File: config.mk
export PLATFORM = sky130hd
export DESIGN_NAME = gmc_div_stage
export DESIGN_NICKNAME = d
export VERILOG_FILES = /design/src/rtl/core/gmc_pkg.sv /design/src/rtl/core/gmc_div_stage.sv
export SDC_FILE = /design/constraint.sdc
export NUM_CORES = 1
export LEC_CHECK = 0
export BUFFER_PORTS_ARGS = -buffer_cell sky130_fd_sc_hd__buf_2
export CELL_PAD_IN_SITES_DETAIL_PLACEMENT = 0
export CELL_PAD_IN_SITES_GLOBAL_PLACEMENT = 1
export CORE_UTILIZATION = 30
export DETAILED_ROUTE_END_ITERATION = 10
export HOLD_SLACK_MARGIN = 0.08
export PLACE_DENSITY_LB_ADDON = 0.1
export SYNTH_ARGS = -nofsm -noshare
export SYNTH_HDL_FRONTEND = slang
export SYNTH_SLANG_ARGS = --single-unit
File: constraint.sdc
create_clock -name clk -period 1.3 [get_ports clk]
set_input_delay 0.325 -clock clk [delete_from_list [all_inputs] [get_ports clk]]
set_output_delay 0.325 -clock clk [all_outputs]
set_load 0.01 [all_outputs]
File: src/rtl/core/gmc_pkg.sv
// Shared widths, types and codes for the gated Mahalanobis cost block.
package gmc_pkg;

    localparam int unsigned FRAC_BITS_DEF = 16;

    // Remainder, divisor and quotient widths of the long division.
    localparam int unsigned RW = 100;
    localparam int unsigned DW = 66;
    localparam int unsigned QW = 34;

    // Register indexes of the configuration port.
    localparam logic [2:0] REG_COV_XX = 3'd0;
    localparam logic [2:0] REG_COV_XY = 3'd1;
    localparam logic [2:0] REG_COV_YX = 3'd2;
    localparam logic [2:0] REG_COV_YY = 3'd3;
    localparam logic [2:0] REG_GATE   = 3'd4;

    // Result kinds.
    typedef enum logic [1:0] {
        OUT_ACCEPT   = 2'd0,
        OUT_GATED    = 2'd1,
        OUT_SINGULAR = 2'd2
    } outcome_t;

    // One item inside the divider.
    typedef struct packed {
        logic [RW-1:0] rem;
        logic [DW-1:0] den;
        logic [QW-1:0] quo;
        logic          neg;
        logic          ovf;
        logic          sing;
    } div_item_t;

endpackage

File: src/rtl/core/gmc_div_stage.sv
// One restoring step of the pipelined long division.
module gmc_div_stage
#(
    parameter int unsigned SHIFT = 0
)
(
    input  logic                    clk,
    input  logic                    rst_n,
    input  logic                    en,
    input  logic                    in_valid,
    input  gmc_pkg::div_item_t      in_item,
    output logic                    out_valid,
    output gmc_pkg::div_item_t      out_item
);

    logic                          valid_reg;
    gmc_pkg::div_item_t            item_reg;
    gmc_pkg::div_item_t            item_next;
    logic [gmc_pkg::RW-1:0]        den_sh;
    logic                          fits;

    // Try to subtract the divisor at this bit weight.
    always_comb
    begin
        den_sh        = gmc_pkg::RW'(in_item.den) << SHIFT;
        fits          = (in_item.rem >= den_sh);
        item_next     = in_item;
        item_next.rem = fits ? in_item.rem - den_sh : in_item.rem;
        item_next.quo = {in_item.quo[gmc_pkg::QW-2:0], fits};
    end

    always_ff @(posedge clk or negedge rst_n)
    begin
        if (!rst_n)
        begin
            valid_reg <= 1'b0;
        end
        else if (en)
        begin
            valid_reg <= in_valid;
        end
    end

    always_ff @(posedge clk)
    begin
        if (en)
        begin
            item_reg <= item_next;
        end
    end

    assign out_valid = valid_reg;
    assign out_item  = item_reg;

endmodule

### After elaboration in Yosys (flattened, before gate mapping)

Cells that the tools add are included.

| word-level totals | value |
|---|---|
| output and inout bits | 204 |
| register bits | 204 |
| word-level logic and storage cells | 10 |
| bits of input ports | 207 |

| operators by class | value |
|---|---|
| magnitude comparators | 1 |
| multiplexer cells | 1 |
| add/subtract/negate cells | 1 |

Operators by type and width:

| cell | number |
|---|---|
| $ge 100x66->1 | 1 |
| $mux 100 | 1 |
| $sub 100x66->100 | 1 |

### Logic depth before layout (Yosys ltp)

Gate-level depths: netlist (run 1).

| logic depth | value |
|---|---|
| depth after elaboration | 2 |
| gate-level depth with buffers | 14 |
| gate-level depth less buffers | 13 |

### Worst setup path after synthesis (run 1)

OpenSTA, ideal clock, no wires.

| timing | value |
|---|---|
| path kind | in2reg |
| from | in in_item[103] (netlist name) |
| to | reg item_reg (netlist bit out_item[173]) (data pin) |
| data required time | 1,033 ps |
| data arrival time | 3,126 ps |
| setup slack | -2,093 ps |
| stages | 13 |
| path through | inv_1 -> ha_1 -> fa_1 -> nand2b_1 -> a211oi_1 -> o211ai_1 -> a21oi_1 -> a31oi_1 -> o31ai_1 -> a21boi_1 -> or4_1 -> nor3b_1 -> xor2_1 |

RTL lines:

| element | RTL line | RTL |
|---|---|---|
| start, declared | gmc_div_stage.sv:11 | `input gmc_pkg::div_item_t in_item,` |
| end signal, assigned | gmc_div_stage.sv:48 | `item_reg <= item_next;` |
| end, declared | gmc_div_stage.sv:17 | `gmc_pkg::div_item_t item_reg;` |

==> results.md, run 1 <==
* Status: finished with violations
* Failing checks: setup timing
* Cell family with the largest share of critical-path delay: compound AO/OA/AOI/OAI gates
* Fill cells at 3515
* RSZ-0062 raised after global routing: yes
* Clk_lat worst skew at about 0.55 ns
* Dpl hpwl at ~39000 µm
* First-pass GRT wire length at approximately 76000 µm
* Max cap viols at 0
* Most frequent cells in the layout: buf_4, buf_2, edfxtp_1, dlygate4sd3_1, nand2_1
* Drt pass-1 iters at 5
* Area of the multi-input gates at between 0.007 and 0.008 mm²
* Antenna violations before repair at 3
* Syn Nets at 1501
* Slowest cell on the critical path: or4_4
* ANT nets after route at 0
* Chip height at 204 µm
* Setup Viol. Count Final at 305
* Minimum clock period at roughly 2.8 ns
* Worst-margin pin slew at between 0.6 and 0.7 ns
* Hold wc startpoint: in_item[127]
* Core area at 0.0400 mm²
* EDFF count, synth at around 200
* CP max FO at 3
* Final slew viol count at 0
* Global route overflow at 0
* Clock root buffer: clkbuf_16
* Pwr dens at between 900 and 1000 mW/mm²
* Row cnt at 73
* Crit path arrival time at between 3 and 4 ns
* Ys flop type: edfxtp_1
* Initial core utilization at a little under a third
* CP max stage delay at around 0.43 ns
* Hold Crit Class: in -> reg
* CTS tree: yes
* Syn Area/Cell at about 10 µm²
* RR Startpoint: out_valid$_DFFE_PN0P_
* Post-Synthesis Cells at 1227
* Synth warn at 0
* Worst path bufs/invs at 2
* Global placement routability congestion at 0.910
* Sequential fraction of the synthesis area at approximately half
* Syn Std Cell Area at around 0.012 mm²
* DRC at 0
* Worst VDD drop at 1.05 mV
* Vias in the first global route at 13600
* I/O pin total at a little over 400
* Initial drt markers at between 600 and 700
* Ys async rst share at 0.490%
* Area delta synth->final at 95.3%
* CP required at approximately 1.6 ns
* Clock Skew at 0 ns
* F_max at 358 MHz
* Aggregate routed wire length at between 50000 and 60000 µm
* Flip-flop and latch area at 0.00612 mm²
* Largest net degree at the start of global routing at 37
* Yosys cell types at 65
* NumNets Final at about 2500
* I/O Buffers at 409
* Seq cells post-synth at between 200 and 250
* Clock sink count at slightly above 200
* CTS Buf Count at 25
* Hold Violations, Final at 0
* Worst Slack Setup Final at -1.50 ns
* Pleak at 10.3 nW
* Setup crit end kind: flop
* Relative slew margins at 57.6%
* H-tree Lvls at 1
* Tcrit/Tclk final at 215%
* Setup TNS Final at -149.07 ns
* Die width at between 200 and 250 µm
* DR vias/cell at roughly 4.8
* Total number of vias at 13300
* Crit Path Class: in -> reg
* Fraction of layout cells with a size suffix above 1 at 58.5%
* Fin area at 0.0239 mm²
* Critical path startpoint: in_item[103]
* Crit start category: input port
* Cells along the critical path: buf_12 > inv_8 > ha_4 > fa_2 > nand2b_4 > a211oi_4 > o211ai_1 > a21oi_2 > a31oi_4 > o31ai_4 > a21boi_2 > or4_4 > nor3b_4 > xor2_1
* Die area at 0.0416 mm²
* Clk slew on worst S/H paths at around 0.06 ns
* Clock Path Buffers at 3
* Commonest non-fill, non-tap cell in the layout: buf_4
* Global Route Usage Sum at 23.8%
* WL per Instance at 18.3 µm
* Area after DPL at between 0.015 and 0.02 mm²
## path summary, 6_finish.rpt
check | to | slack, ns | depth (start not counted)
setup / recovery | out_item[173]$_DFFE_PP_ | -1.50 | 14
hold / removal | out_item[127]$_DFFE_PP_ | 0.1 | 3
setup reg to reg | out_valid$_DFFE_PN0P_ | 0.56 | 1
hold reg to reg | out_valid$_DFFE_PN0P_ | 0.51 | 1
max in group asynchronous | out_valid$_DFFE_PN0P_ | 0.58 | 3
min in group asynchronous | out_valid$_DFFE_PN0P_ | 0.61 | 3
## metal layers
layer | track usage [%] | up-vias | part of all wire, %
li1 | - | 6516 | -
met1 | 30.2 | 6358 | 43
met2 | 42.2 | 380 | 50
met3 | 3.78 | 54 | 5.5
met4 | 5.24 | 2 | 2.0
met5 | 0 | - | 0.025
## area by class of cell
| type | count | area share, % |
|---|---|---|
| Timing Repair Buffer | 1060 | 34.2 |
| Clock buffer | 28 | 2.67 |
| Clock inverter | 18 | 0.786 |
| Sequential cell | 204 | 25.6 |
| Antenna cell | 3 | 0.0314 |
| Inverter | 91 | 1.53 |
| Multi-Input combinational cell | 869 | 32.4 |
| Tap cell | 525 | 2.75 |
## state kept, by name (all words and copies together), names as in the netlist
register	cells
out_valid	1
out_item	203
## worst min-delay path, stage by stage
cell and delay [ns]:
buf_8 0.08, nor2_4 0.03, a21oi_2 0.09
## cells in the mapped netlist (all sizes together), types with 4 or more instances
cell	n	area (µm²)
nor2b	8	50.1
xor2	57	499
xnor2	40	350
o211ai	8	65.1
a31oi	6	37.5
edfxtp	203	6100
a21o	13	97.6
clkbuf	55	206
nand3b	4	30.0
inv	91	342
nand3	17	90.1
nor4	19	125
o41ai	4	35.0
a21oi	153	766
a221oi	4	35.0
or4	12	93.8
or3	10	67.6
o21a	13	97.6
ha	66	826
a211oi	7	52.6
buf	8	36.3
o21bai	18	135
mux2	15	169
or2	7	43.8
o21ai	61	305
nor3	21	105
nor2	137	514
nand4	39	244
nand2	90	338
## logic make-up (layout without fill, tap and decap cells)
logic type / Yosys count / count (layout) / synth area share (%)
AND/OR/NAND/NOR: 380 / 380 / 14.9
AO/OA/AOI/OAI: 310 / 310 / 15.0
flip-flops: 204 / 204 / 50.1
buffers and inverters: 154 / 1197 / 4.78
XOR/XNOR: 97 / 97 / 6.95
adder cells (fa/ha/maj): 67 / 67 / 6.92
multiplexers: 15 / 15 / 1.38
other: 0 / 3 / 0
## metrics by stage
stage | std cells | hold slack (ns) | worst slack (ns) | power (mW) | util, %
after CTS | 2771 | 0.0814 | -1.50 | 22.8 | 57.2
after floorplan | 1227 | 0.0294 | -1.71 | 11.1 | -
after detailed placement | 2544 | 0.100 | -2.42 | 14.6 | 46.2
after global placement | 2544 | 0.0998 | -2.44 | 14.6 | 46.2
final | 2798 | 0.0979 | -1.50 | 23.0 | 59.7
after global routing | 2796 | 0.0898 | -1.56 | 24.1 | 59.7
## what timing repair did
item	4_1_cts	5_1_grt
hold buffers	108	0
gates resized for setup	371	212
gates cloned	9	0
setup buffers	65	36
setup endpoints to repair	305	305
pin swaps	68	92
hold endpoints to repair	107	0
## where the power goes
group | switching (mW) | leakage, nW | internal (mW)
combinational | 3.69 | 7.94 | 4.01
sequential | 0.209 | 2.00 | 8.13
clock | 2.86 | 0.404 | 4.15
total | 6.76 | 10.3 | 16.3
Note: power is estimated with default switching activity, not from simulation.
==> run 2, diff against run 1 <==
CORE_ASPECT_RATIO = 0.8   (was not set)
==> results.md, run 2 (synthesis results as in run 1) <==
* Sw frac at 29.9% (+0.53 points)
* Clock Skew at 0 ns (unchanged)
* Clock root buffer: clkbuf_16
* Crit start category: input port
* DRC at 0 (unchanged)
* F_max at 356 MHz (-0.40%)
* Int Pwr at 15.7 mW (-3.8%)
* Worst VDD drop at 0.946 mV (-10%)
* Row cnt at 65 (-11%)
* CTS Buf Count at 24 (-4.0%)
* WL per Instance at 18.5 µm (+0.74%)
* Non-filler instance count after layout at 2807 (+0.32%)
* Commonest non-fill, non-tap cell in the layout: buf_4
* Worst Slack Setup Final at -1.51 ns (-0.0112 ns)
* RSZ-0062 raised after global routing: yes
* Seq pwr share at 37.3% (+1.1 points)
* Clock Path Buffers at 3 (unchanged)
* I/O pin total at 411 (unchanged)
* I/O Buffers at 409 (unchanged)
* Setup Viol. Count Final at 305 (unchanged)
* CP max FO at 5 (+2)
* Core area at 0.0398 mm² (-0.59%)
* First-pass GRT wire length at 76900 µm (+1.4%)
* Hold Violations, Final at 0 (unchanged)
* Largest net degree at the start of global routing at 30 (-19%)
* Dpl hpwl at 38800 µm (-0.99%)
* Vias in the first global route at 13400 (-0.92%)
* Comb pwr share at 34.2% (+0.8 points)
* Final slew viol count at 0 (unchanged)
* Antenna violations before repair at 1 (-2)
* Initial core utilization at 30.8% (+0.18 points)
* Minimum clock period at 2.81 ns (+0.0112 ns)
* Aggregate routed wire length at 51800 µm (+1.1%)
* Relative slew margins at 58.6% (+0.90 points)
* Max cap viols at 0 (unchanged)
* Fraction of layout cells with a size suffix above 1 at 57.2% (-1.3 points)
* Clk slew on worst S/H paths at 0.06 ns (about the same)
* Setup crit end kind: flop
* Pleak at 10.2 nW (-1.3%)
* NumNets Final at 2528 (+0.12%)
* Clock sink count at 204 (unchanged)
* R2R depth at 1 (unchanged)
* Crit Path Class: in -> reg
* Tcrit/Tclk final at 216% (+0.86 points)
* CP required at 1.59 ns (about the same)
* Power share of the clock group at 28.5% (-1.9 points)
* Fin area at 0.0236 mm² (-1.4%)
* Clk_lat worst skew at 0.55 ns (about the same)
* H-tree Lvls at 1 (unchanged)
* Worst-margin pin slew at 0.615 ns (-0.0134 ns)
* Global route overflow at 0 (unchanged)
* DR vias/cell at 4.71 (-0.93%)
* Die width at 228 µm (+12%)
* Max reg flops at 203 (unchanged)
* Pwr dens at 948 mW/mm² (-1.7%)
* Status: finished with violations
* Failing checks: setup timing
* CTS tree: yes
* Hold Crit Class: in -> reg
* ANT nets after route at 0 (unchanged)
* Global placement routability congestion at 0.874 (-4.0%)
* Die area at 0.0416 mm² (about the same)
* Initial drt markers at 591 (-1.7%)
* Hold Path Depth at 3 (unchanged)
* Area delta synth->final at 92.6%
* Placed insts at 2565 (+0.83%)
* Chip height at 183 µm (-10%)
* Crit path arrival time at 3.10 ns (about the same)
* Net Switching at 6.67 mW (-1.3%)
* Drt pass-1 iters at 4 (-1)
* Area after DPL at 0.0186 mm² (+0.35%)
* Global Route Usage Sum at 23.8% (about the same)
* Setup TNS Final at -154.67 ns (-5.61 ns)
* Most frequent cells in the layout: buf_4, buf_2, edfxtp_1, dlygate4sd3_1, a21oi_1
* Total number of vias at 13200 (-0.62%)
==> run 2: cell count changes in the layout (fill, tap and decap cells not counted), moves of 10 or more <==
cell / previous run / this run
a21oi_1: 83 / 101
a21oi_2: 59 / 42
buf_12: 23 / 13
buf_4: 463 / 483
buf_6: 82 / 63
==> run 2: power groups by stage <==
stage	Clock (mW)	Sequential, mW	Combinational, mW
floorplan	0	8.84	2.25
global route	6.78	8.40	8.21
CTS	6.59	8.32	7.11
finish	6.37	8.33	7.64
detailed placement	0	8.45	6.17
global placement	0	8.45	6.17
==> run 2: timing repair <==
| action | in CTS | in global routing |
|---|---|---|
| endpoints found under the setup margin | 305 | 305 |
| endpoints found under the hold margin | 109 | 0 |
| setup buffers | 58 | 26 |
| gates resized for setup | 284 | 201 |
| gates cloned | 9 | 3 |
| pin swaps | 74 | 98 |
| hold buffers | 110 | 0 |
==> run 2: path summary, 6_finish.rpt <==
| kind | startpoint | endpoint | slack, ns |
|---|---|---|---|
| worst min-delay path | in_item[150] | out_item[150]$_DFFE_PP_ | 0.11 |
| worst min register to register | out_valid$_DFFE_PN0P_ | out_valid$_DFFE_PN0P_ | 0.51 |
| worst max register to register | out_valid$_DFFE_PN0P_ | out_valid$_DFFE_PN0P_ | 0.56 |
| max in group asynchronous | rst_n | out_valid$_DFFE_PN0P_ | 0.61 |
| min in group asynchronous | rst_n | out_valid$_DFFE_PN0P_ | 0.59 |
| worst max-delay path | in_item[195] | out_item[202]$_DFFE_PP_ | -1.51 |
==> run 2: per-stage QoR <==
step / total power, mW / hold slack, ns / setup WS, ns / util, %
floorplan: 11.1 / 0.0294 / -1.71 / -
global placement: 14.6 / 0.100 / -2.44 / 46.7
detailed placement: 14.6 / 0.102 / -2.43 / 46.7
CTS: 22.0 / 0.0840 / -1.52 / 56.4
global route: 23.4 / 0.0896 / -1.61 / 59.2
finish: 22.3 / 0.112 / -1.51 / 59.2
==> run 2: critical path: stages <==
cell	delay, ns
buf_6	0.09
or3_4	0.37
or4_4	0.45
or3_4	0.39
nor2_4	0.17
nor4b_4	0.33
o211ai_4	0.17
buf_6	0.16
o211ai_1	0.08
o21bai_4	0.20
buf_8	0.18
nor2_4	0.04
xor2_1	0.14
==> run 2: metal layers <==
layer	vias to the layer above	wire length (µm)	GRT usage (%)
met5	-	0	0
met3	55	1990	3.19
met2	315	24100	38.9
li1	6536	-	-
met1	6322	24500	33.3
met4	0	1250	5.78
==> run 2: layout make-up <==
cell class | instances | area [µm²]
fill | 3490 | 16200
timing repair buffer | 1063 | 8050
multi-input combinational | 870 | 7620
sequential | 204 | 6120
tap | 536 | 671
clock buffer | 30 | 623
inverter | 91 | 369
clock inverter | 12 | 96.3
antenna | 1 | 2.50
