<file path="config.mk">
export PLATFORM = sky130hd
export DESIGN_NAME = gmc_back
export DESIGN_NICKNAME = d
export VERILOG_FILES = /design/src/rtl/core/gmc_pkg.sv /design/src/rtl/core/gmc_back.sv
export SDC_FILE = /design/constraint.sdc
export NUM_CORES = 1
export LEC_CHECK = 0
export ABC_CLOCK_PERIOD_IN_PS = 800
export BUFFER_PORTS_ARGS = -buffer_cell sky130_fd_sc_hd__buf_2
export CORE_ASPECT_RATIO = 1.4
export CORE_MARGIN = 5
export CORE_UTILIZATION = 40
export CTS_BUF_LIST = sky130_fd_sc_hd__clkbuf_4
export CTS_CLUSTER_SIZE = 20
export DETAILED_ROUTE_END_ITERATION = 8
export GPL_ROUTABILITY_DRIVEN = 0
export GPL_TIMING_DRIVEN = 0
export HOLD_SLACK_MARGIN = 0.12
export PLACE_DENSITY_LB_ADDON = 0.3
export SLEW_MARGIN = 40
export SYNTH_ARGS = -nofsm -noshare
export SYNTH_HDL_FRONTEND = slang
export SYNTH_SLANG_ARGS = --single-unit
</file>
<file path="constraint.sdc">
create_clock -name clk -period 0.8 [get_ports clk]
set_input_delay 0.08 -clock clk [delete_from_list [all_inputs] [get_ports clk]]
set_output_delay 0.08 -clock clk [all_outputs]
set_load 0.01 [all_outputs]
</file>
<file path="src/rtl/core/gmc_pkg.sv">
// Shared widths, types and codes for the gated Mahalanobis cost block.
package gmc_pkg;

    localparam int unsigned FRAC_BITS_DEF = 16;

    // Remainder, divisor and quotient widths of the long division.
    localparam int unsigned RW = 100;
    localparam int unsigned DW = 66;
    localparam int unsigned QW = 34;

    // Register indexes of the configuration port.
    localparam logic [2:0] REG_COV_XX = 3'd0;
    localparam logic [2:0] REG_COV_XY = 3'd1;
    localparam logic [2:0] REG_COV_YX = 3'd2;
    localparam logic [2:0] REG_COV_YY = 3'd3;
    localparam logic [2:0] REG_GATE   = 3'd4;

    // Result kinds.
    typedef enum logic [1:0] {
        OUT_ACCEPT   = 2'd0,
        OUT_GATED    = 2'd1,
        OUT_SINGULAR = 2'd2
    } outcome_t;

    // One item inside the divider.
    typedef struct packed {
        logic [RW-1:0] rem;
        logic [DW-1:0] den;
        logic [QW-1:0] quo;
        logic          neg;
        logic          ovf;
        logic          sing;
    } div_item_t;

endpackage

</file>
<file path="src/rtl/core/gmc_back.sv">
// Output stage: floor rounding, gate test, halving and saturation.
module gmc_back
(
    input  logic                    clk,
    input  logic                    rst_n,
    input  logic                    en,
    input  logic                    in_valid,
    input  gmc_pkg::div_item_t      in_item,
    input  logic [30:0]             gate_limit,
    output logic                    out_valid,
    output logic signed [31:0]      cost_value,
    output gmc_pkg::outcome_t       outcome
);

    logic                 valid_reg;
    logic signed [31:0]   cost_reg;
    gmc_pkg::outcome_t    outcome_reg;

    logic [35:0]          mag;
    logic signed [35:0]   q;
    logic signed [35:0]   half;
    logic signed [31:0]   cost_next;
    gmc_pkg::outcome_t    outcome_next;

    // Signed floor quotient, then the result selection.
    always_comb
    begin
        mag  = 36'(in_item.quo) + 36'(in_item.rem != '0);
        q    = in_item.neg ? $signed(-mag) : $signed({2'b0, in_item.quo});
        half = q >>> 1;
        cost_next    = '0;
        outcome_next = gmc_pkg::OUT_ACCEPT;
        if (in_item.sing)
        begin
            outcome_next = gmc_pkg::OUT_SINGULAR;
        end
        else if (in_item.ovf)
        begin
            if (in_item.neg)
            begin
                cost_next = 32'sh8000_0000;
            end
            else
            begin
                outcome_next = gmc_pkg::OUT_GATED;
            end
        end
        else if (q >= $signed({5'b0, gate_limit}))
        begin
            outcome_next = gmc_pkg::OUT_GATED;
        end
        else if (half < -36'sd2147483648)
        begin
            cost_next = 32'sh8000_0000;
        end
        else
        begin
            cost_next = half[31:0];
        end
    end

    always_ff @(posedge clk or negedge rst_n)
    begin
        if (!rst_n)
        begin
            valid_reg <= 1'b0;
        end
        else if (en)
        begin
            valid_reg <= in_valid;
        end
    end

    always_ff @(posedge clk)
    begin
        if (en)
        begin
            cost_reg    <= cost_next;
            outcome_reg <= outcome_next;
        end
    end

    assign out_valid  = valid_reg;
    assign cost_value = cost_reg;
    assign outcome    = outcome_reg;

endmodule

</file>
# After elaboration in Yosys (flattened, before gate mapping)
# Index checks and enable logic that the tools add are counted.
dict set report word_totals {
  regBits 35
  in_bits 238
  output_inout_bits 35
  elab_cells 16
}
dict set report classes {
  add_sub_neg 2
  order_cmp 2
  n_mux 8
  n_reduce_logical 1
}
# op count
set ops {}
lappend ops {{$mux W32} 4}
lappend ops {{$reduce_bool A100 Y1} 1}
lappend ops {{$ge A36 B32 Y1} 1}
lappend ops {{$mux W36} 1}
lappend ops {{$neg A35 Y36} 1}
lappend ops {{$add A34 B1 Y35} 1}
lappend ops {{$lt A35 B32 Y1 const B} 1}
lappend ops {{$mux W1} 2}
lappend ops {{$mux W2} 1}

# Longest topological paths before layout
# Gate-level depths: netlist of the first run.
dict set report logic_depth {
  depth_word 8
  depth_mapped 28
  depth_no_buf 27
}

# Worst setup path after synthesis of the first run
# No wires, ideal clock.
dict set report synth_path {
  kind {input port to flip-flop}
  startpoint {input in_item[168] (netlist name)}
  endpoint {register cost_reg[10] (netlist: cost_value[10]) (data pin)}
  setup_ps 168
  arrival_time_ps 5485
  required_time_ps 632
  path_slack_ps -4853
  path_stages 27
  n_path_buf 1
  cell_sequence {nor4_1 > nand4_1 > or4_1 > nor4_1 > ha_1 > ha_1 > inv_1 > ha_1 > nor2_1 > o31ai_2 > a31oi_1 > a211oi_2 > o21a_1 > o21a_1 > o311a_1 > nor3_1 > inv_1 > ha_1 > a211o_1 > a221oi_1 > and3_1 > a221oi_1 > nor2_1 > and4_1 > nand3b_2 > buf_6 > a221oi_2}
}
dict set report synth_between {
  elab_chain_len 8
  word_cells_on_any_way 9
  classes_between {add/sub: 2; order compare: 2; mux: 4; reduce/logical: 1}
}
# item line_no
set synth_rtl {}
lappend synth_rtl {{start: declaration} gmc_back.sv:8} ;# input gmc_pkg::div_item_t in_item,
lappend synth_rtl {{$reduce_bool A100 Y1 (*)} gmc_back.sv:28} ;# mag = 36'(in_item.quo) + 36'(in_item.rem != '0);
lappend synth_rtl {{$add A34 B1 Y35 (*)} gmc_back.sv:28}
lappend synth_rtl {{$neg A35 Y36 (*)} gmc_back.sv:29} ;# q = in_item.neg ? $signed(-mag) : $signed({2'b0, in_item.quo});
lappend synth_rtl {{$mux W36 (*)} gmc_back.sv:29}
lappend synth_rtl {{named net q[29]} gmc_back.sv:20} ;# logic signed [35:0] q;
lappend synth_rtl {{$lt A35 B32 Y1} gmc_back.sv:52} ;# else if (half < -36'sd2147483648)
lappend synth_rtl {{$mux W32} gmc_back.sv:52}
lappend synth_rtl {{$mux W32 (*)} gmc_back.sv:48} ;# else if (q >= $signed({5'b0, gate_limit}))
lappend synth_rtl {{$mux W32 (*)} gmc_back.sv:37} ;# else if (in_item.ovf)
lappend synth_rtl {{end signal: assignment} gmc_back.sv:78} ;# cost_reg <= cost_next;
lappend synth_rtl {{end: declaration} gmc_back.sv:16} ;# logic signed [31:0] cost_reg;
# The timed path passes the listed nets; every way through them passes the cells marked *.
# A chain may end at the register's enable or synchronous reset.

# Worst setup path after layout of the first run
dict set report layout_path {
  startpoint {input in_item[133] (netlist name)}
  endpoint {register cost_reg[9] (netlist: cost_value[9]) (data pin)}
}
# Same word-level chain as after synthesis.

==> results of run 1 <==
-- cells by family (layout without fill, tap and decap cells) --
group,Yosys count,after routing,share of synthesized area
AO/OA/AOI/OAI,185,185,0.276
flip-flops,35,35,0.199
multiplexers,15,15,0.0293
XOR/XNOR,26,26,0.0434
AND/OR/NAND/NOR,205,205,0.198
buffers and inverters,116,358,0.0893
other,0,2,0
adder cells (fa/ha/maj),69,69,0.164
-- metrics by stage --
step	power [mW]	setup WS, ps	util	instance area (sq um)	setup TNS [ps]
after detailed placement	6.01	-5280	0.512	6590	-179180
after global placement	5.94	-5170	0.512	6590	-174590
after global routing	8.54	-4820	0.579	7460	-161250
after CTS	7.61	-4640	0.548	7060	-154970
final	8.06	-4670	0.579	7460	-155360
after floorplan	4.75	-4260	-	5380	-137580
-- critical path, cell delays in order --
cell and delay (ps):
buf_2 100, nor4_2 270, nand4_1 140, or4_4 540, nor4_4 160, ha_2 250
buf_6 110, ha_4 130, a211oi_4 70, o21ai_4 220, o311ai_4 170, a211oi_2 310
o211ai_1 190, a21boi_2 230, nor4b_2 70, a311oi_2 360, inv_1 130, ha_2 220
a211o_1 290, a221oi_4 240, and3_4 230, a221oi_2 50, nor2_1 180, and4_4 270
nand3b_4 190, buf_4 220, a221oi_4 260
-- layer usage --
metal  vias to the layer above  wire length [microns]  global-route usage
met3                        30                   1050              0.0235
met4                         0                    409              0.0621
met1                      2739                   7490               0.271
li1                       2874                      -                   -
met2                       211                   9590               0.386
met5                         -                      0                   0
-- cells in the mapped netlist, types with 12 or more instances --
cell       n
xnor2_1   14
nand4_1   12
inv_1     86
nand2_1   77
mux2i_1   12
ha_1      69
nand2b_1  24
a211oi_2  18
nor4_1    27
a21oi_1   41
edfxtp_1  34
a21o_1    12
clkbuf_1  15
o21a_1    13
o21ai_0   26
xor2_1    12
nor2_1    25
a221oi_2  16
-- final cells by class --
cell class,count,area (sq um)
clock inverter,3,38.8
clock buffer,5,37.5
antenna,2,5.00
timing repair buffer,235,1370
fill,1215,5420
tap,153,191
inverter,86,323
sequential,35,1050
buffer,29,154
multi-input combinational,500,4300
-- worst paths after layout --
check                                 to  depth (start not counted)    startpoint  slack, ps
setup / recovery           cost_value[9]                         27  in_item[133]      -4670
hold / removal                outcome[0]                          3    in_item[1]        150
setup reg to reg               out_valid                          1     out_valid         60
hold reg to reg                out_valid                          1     out_valid        510
max in group asynchronous      out_valid                          3         rst_n        150
min in group asynchronous      out_valid                          3         rst_n        550
-- cells in the final DEF, fill, tap and decap left out, drive strengths merged, types with 3 or more instances in the layout --
| cell | Yosys | routed |
|---|---|---|
| a211oi | 26 | 26 |
| a21o | 12 | 12 |
| a21oi | 41 | 41 |
| a221oi | 20 | 20 |
| a31oi | 10 | 10 |
| and2 | 3 | 3 |
| and4 | 4 | 4 |
| buf | 15 | 244 |
| clkbuf | 15 | 21 |
| dlygate4sd3 | 0 | 4 |
| edfxtp | 34 | 34 |
| ha | 69 | 69 |
| inv | 86 | 86 |
| mux2 | 3 | 3 |
| mux2i | 12 | 12 |
| nand2 | 77 | 77 |
| nand2b | 24 | 24 |
| nand3 | 10 | 10 |
| nand4 | 12 | 12 |
| nor2 | 25 | 25 |
| nor3 | 7 | 7 |
| nor4 | 27 | 27 |
| nor4b | 3 | 3 |
| o211ai | 7 | 7 |
| o21a | 13 | 13 |
| o21ai | 31 | 31 |
| o22ai | 3 | 3 |
| o31ai | 5 | 5 |
| or2 | 3 | 3 |
| xnor2 | 14 | 14 |
| xor2 | 12 | 12 |
-- where the power goes --
group / switching (mW) / total (mW) / internal (mW)
combinational: 2.64 / 4.63 / 1.99
clock: 0.645 / 1.29 / 0.642
sequential: 0.0258 / 2.15 / 2.12
total: 3.31 / 8.06 / 4.75
-- timing repair --
item / CTS / global route
hold buffers: 4 / 0
gates resized for setup: 38 / 40
hold endpoints to repair: 5 / 0
setup endpoints to repair: 69 / 68
cloned: 1 / 1
buffers inserted: 15 / 10
pin swaps: 24 / 33
==> impl_results.md, run 1 <==
- Initial antenna violation count: 2
- Fraction of layout cells with a size suffix above 1: 0.378
- Initial DRC Count: about 420
- Critical path peak fanout: 6
- Crit start category: input pin
- Die Wd: around 110 microns
- H-tree depth: 2
- Port Buffers: 205
- TritonRoute pass-1 iters: 5
- Die Height: 146 microns
- Syn Inst Count: 651
- Hold Vio Cnt, Final: 0
- Max cap viols: 0
- Synth Net Count: between 900 and 1,000
- Req. time, crit path: 980 ps
- EDFF count, synth: 34
- Max clock buf depth: 2
- Largest net degree at the start of global routing: 36
- DP HPWL: 14,900 microns
- Clock transition at path regs: roughly 110 ps
- Layout Cells excl Fill: roughly 1,000
- Synth area leaders: edfxtp_1 19%, ha_1 16%, inv_1 6.1%
- First-pass GRT wire length: 27,300 microns
- Vias/cell: between 5 and 6
- Avg WL per Cell: 17.7 microns
- Violated checks: negative setup slack
- Routed WL: 18,500 microns
- Sequential-to-total area share from yosys stat: 0.199
- Top cell type's share of synthesized area: 0.194
- P_leak: approximately 3.6 nW
- Final worst path period need: 5470 ps
- GRT overflow: 0
- Area grow syn2layout: 42.1%
- Peak supply drop: 710 uV
- IO Pins: about 270
- Status: finished, violations left
- Hold crit path type: in -> reg
- Max Slew Vio Count: 0
- Total CTS buffers: 5
- Vias in the first global route: between 5,000 and 6,000
- Avg Synthesized Cell Area: 8.07 sq um
- Placed insts: around 1,000
- Vias: 5,854
- Cell variety after synth: 60
- Total GRT Usage: 0.216
- Root buf cell: clkbuf_4
- Yosys reg bits: 35
- Rows: between 40 and 50
- DRC errors left: 0
- Initial Util: 0.408
- Power Density: 1080 nW/um^2
- Crit path DAT: 5650 ps
- Worst relative slew slack: 0.301
- Post-synth ARST share: 0.0286
- CTS tree: yes
- F_max: 183 MHz
- Clk sink count: 35
- RSZ-0062 raised after global routing: true
- Synth warn: 0
- Clock skew: 0 ps
- Tcrit/Tclk final: 6.84
- Largest register FFs: 32
- Fin nets: 1,199
- Area leader, netlist: edfxtp_1
- Hold WS: around 150 ps
- Worst slew pin tran: ~1000 ps
- Setup violations, final: 68
- Final Worst Setup Slack: -4670 ps
- Kind of critical path: in -> reg
- Clock Latency Late Sink: roughly 350 ps
- Worst Setup End Kind: flop
- Core Area: 12,900 sq um
- Die ar.: 15,600 sq um
- Post-route ant nets: 0
- Top_reg_cell synth: edfxtp_1
- Synth Cell Area: around 5300 sq um
Power figures use the tool's default switching activity.
==> run 2: changes to the inputs <==
BUFFER_PORTS_ARGS = unset   (was -buffer_cell sky130_fd_sc_hd__buf_2)
DONT_BUFFER_PORTS = 1   (was unset)
==> impl_results.md, run 2 (same netlist as run 1, synthesis figures left out) <==
- Routed WL: 17,400 microns (-6.0%)
- Die Wd: 107 microns (unchanged)
- Critical path peak fanout: 5 (-1)
- First-pass GRT wire length: 26,600 microns (-2.6%)
- CTS tree: yes
- Buffer and inverter count on the worst path: 4 (unchanged)
- Setup violations, final: 69 (+1.5%)
- Final worst path period need: 5360 ps (-111 ps)
- F_max: 187 MHz (+2.1%)
- Destination of the critical timing path: cost_value[22]
- Hold Vio Cnt, Final: 35 (+35)
- FF-to-FF End: out_valid
- Post-route ant nets: 0 (unchanged)
- Hold crit path type: in -> reg
- Total GRT Usage: 0.211 (-0.00468)
- Clock transition at path regs: 100 ps (about the same)
- Initial Util: 0.408 (unchanged)
- H-tree depth: 2 (unchanged)
- Status: finished, violations left
- Clk sink count: 35 (unchanged)
- Worst path slowest cell: or4_4
- Tcrit/Tclk final: 6.70 (-0.139)
- Worst-case reg-to-reg path depth: 1 (unchanged)
- RSZ-0062 raised after global routing: true
- Fraction of layout cells with a size suffix above 1: 0.180 (-0.199)
- Largest net degree at the start of global routing: 36 (unchanged)
- DP HPWL: 14,700 microns (-1.2%)
- Initial antenna violation count: 1 (-1)
- Worst relative slew slack: 0.430 (+0.129)
- Vias in the first global route: 5,079 (-9.0%)
- Die ar.: 15,600 sq um (unchanged)
- Peak supply drop: 621 uV (-13%)
- Layout Cells excl Fill: 843 (-20%)
- TritonRoute pass-1 iters: 5 (unchanged)
- DRC errors left: 0 (unchanged)
- Kind of critical path: in -> reg
- Die Height: 146 microns (unchanged)
- Most frequent cells in the layout: 85 x inv_1, 77 x nand2_1, 66 x ha_1
- Delay-heaviest family, CP: simple AND/OR/NAND/NOR gates
- Initial DRC Count: 319 (-24%)
- P_leak: 2.68 nW (-25%)
- Crit path launch: in_item[110]
- Max Slew Vio Count: 0 (unchanged)
- Final Worst Setup Slack: -4560 ps (+111 ps)
- Violated checks: negative hold slack, negative setup slack
- FILL cells: 1,238 (+1.9%)
- Max cap viols: 0 (unchanged)
- Worst slew pin tran: 855 ps (-194 ps)
- Port Buffers: 0 (-100%)
- Commonest non-fill, non-tap cell in the layout: inv_1
- Total CTS buffers: 5 (unchanged)
- Max clock buf depth: 2 (unchanged)
- Area of the multi-input gates: 4110 sq um (-4.3%)
- Clock Latency Late Sink: 340 ps (about the same)
- Vias/cell: 6.11 (+9.4%)
- Root buf cell: clkbuf_4
- Tot Pwr: 6.83 mW (-15%)
- Core Area: 12,900 sq um (unchanged)
- Vias: 5,150 (-12%)
- IO Pins: 273 (unchanged)
- Hold WS: -155 ps (-302 ps)
- Crit path depth: 29 (+7.4%)
- Rows: 49 (unchanged)
- R2R Setup Slk: -10 ps (-70 ps)
- Clock skew: 0 ps (unchanged)
- Crit path DAT: 5540 ps (-110 ps)
- Worst Setup End Kind: flop
- Hold_buf cts: 5 (+1)
- Reg area: 1050 sq um (unchanged)
- Largest register FFs: 32 (unchanged)
- Req. time, crit path: 980 ps (about the same)
- Power Density: 1100 nW/um^2 (+2.0%)
- GRT overflow: 0 (unchanged)
- Placed insts: 804 (-20%)
- FF-to-FF Start: out_valid
- Area grow syn2layout: 17.9%
- Fin nets: 995 (-17%)
- Avg WL per Cell: 20.7 microns (+17%)
- Crit start category: input pin
- Max stage delay on crit path: 560 ps (+20 ps)
## run 2: how the worst min path moves through the flow
stage,startpoint,end,slack (ps),cells past startpoint
floorplan,rst_n,out_valid,-220,0
global placement,rst_n,out_valid,-220,0
detailed placement,rst_n,out_valid,-220,0
CTS,en,cost_value[27],-170,0
global route,en,cost_value[21],-180,0
finish,en,cost_value[25],-150,0
## run 2: area by class of cell
| type | count | area share |
|---|---|---|
| antenna | 1 | 0.000404 |
| buffer | 30 | 0.0265 |
| clock buffer | 6 | 0.00727 |
| clock inverter | 2 | 0.00141 |
| inverter | 86 | 0.0521 |
| multi-input combinational | 500 | 0.664 |
| sequential | 35 | 0.169 |
| tap | 153 | 0.0309 |
| timing repair buffer | 30 | 0.0487 |
## run 2: power breakdown
part	internal (mW)	switching, mW	total, mW
Sequential	2.13	0.100	2.23
Clock	0.364	0.542	0.905
Combinational	1.52	2.17	3.69
Total	4.02	2.81	6.83
## run 2: layer usage
layer  part of all wire  vias up  global-route usage  routed length (microns)
li1                   -     2472                   -                        -
met1               0.40     2452               0.253                     6950
met2               0.51      195               0.371                     8850
met3              0.065       31              0.0435                     1140
met4              0.028        0              0.0723                      489
met5                  0        -                   0                        0
## run 2: timing repair
action / CTS / global route
buffers inserted: 11 / 13
endpoints found under the setup margin: 69 / 69
gates resized for setup: 25 / 21
endpoints found under the hold margin: 56 / 49
pin swaps: 7 / 13
cloned: 1 / 1
## run 2: stage by stage
step                hold slack, ps  utilization  instance area [sq um]  setup TNS (ps)  setup slack (ps)
floorplan                     -216            -                   5380         -137580             -4260
detailed placement            -216        0.432                   5570         -165890             -5180
global route                  -178        0.481                   6190         -158390             -4820
finish                        -155        0.481                   6190         -148370             -4560
global placement              -216        0.432                   5570         -162680             -5070
CTS                           -168        0.461                   5940         -149100             -4570
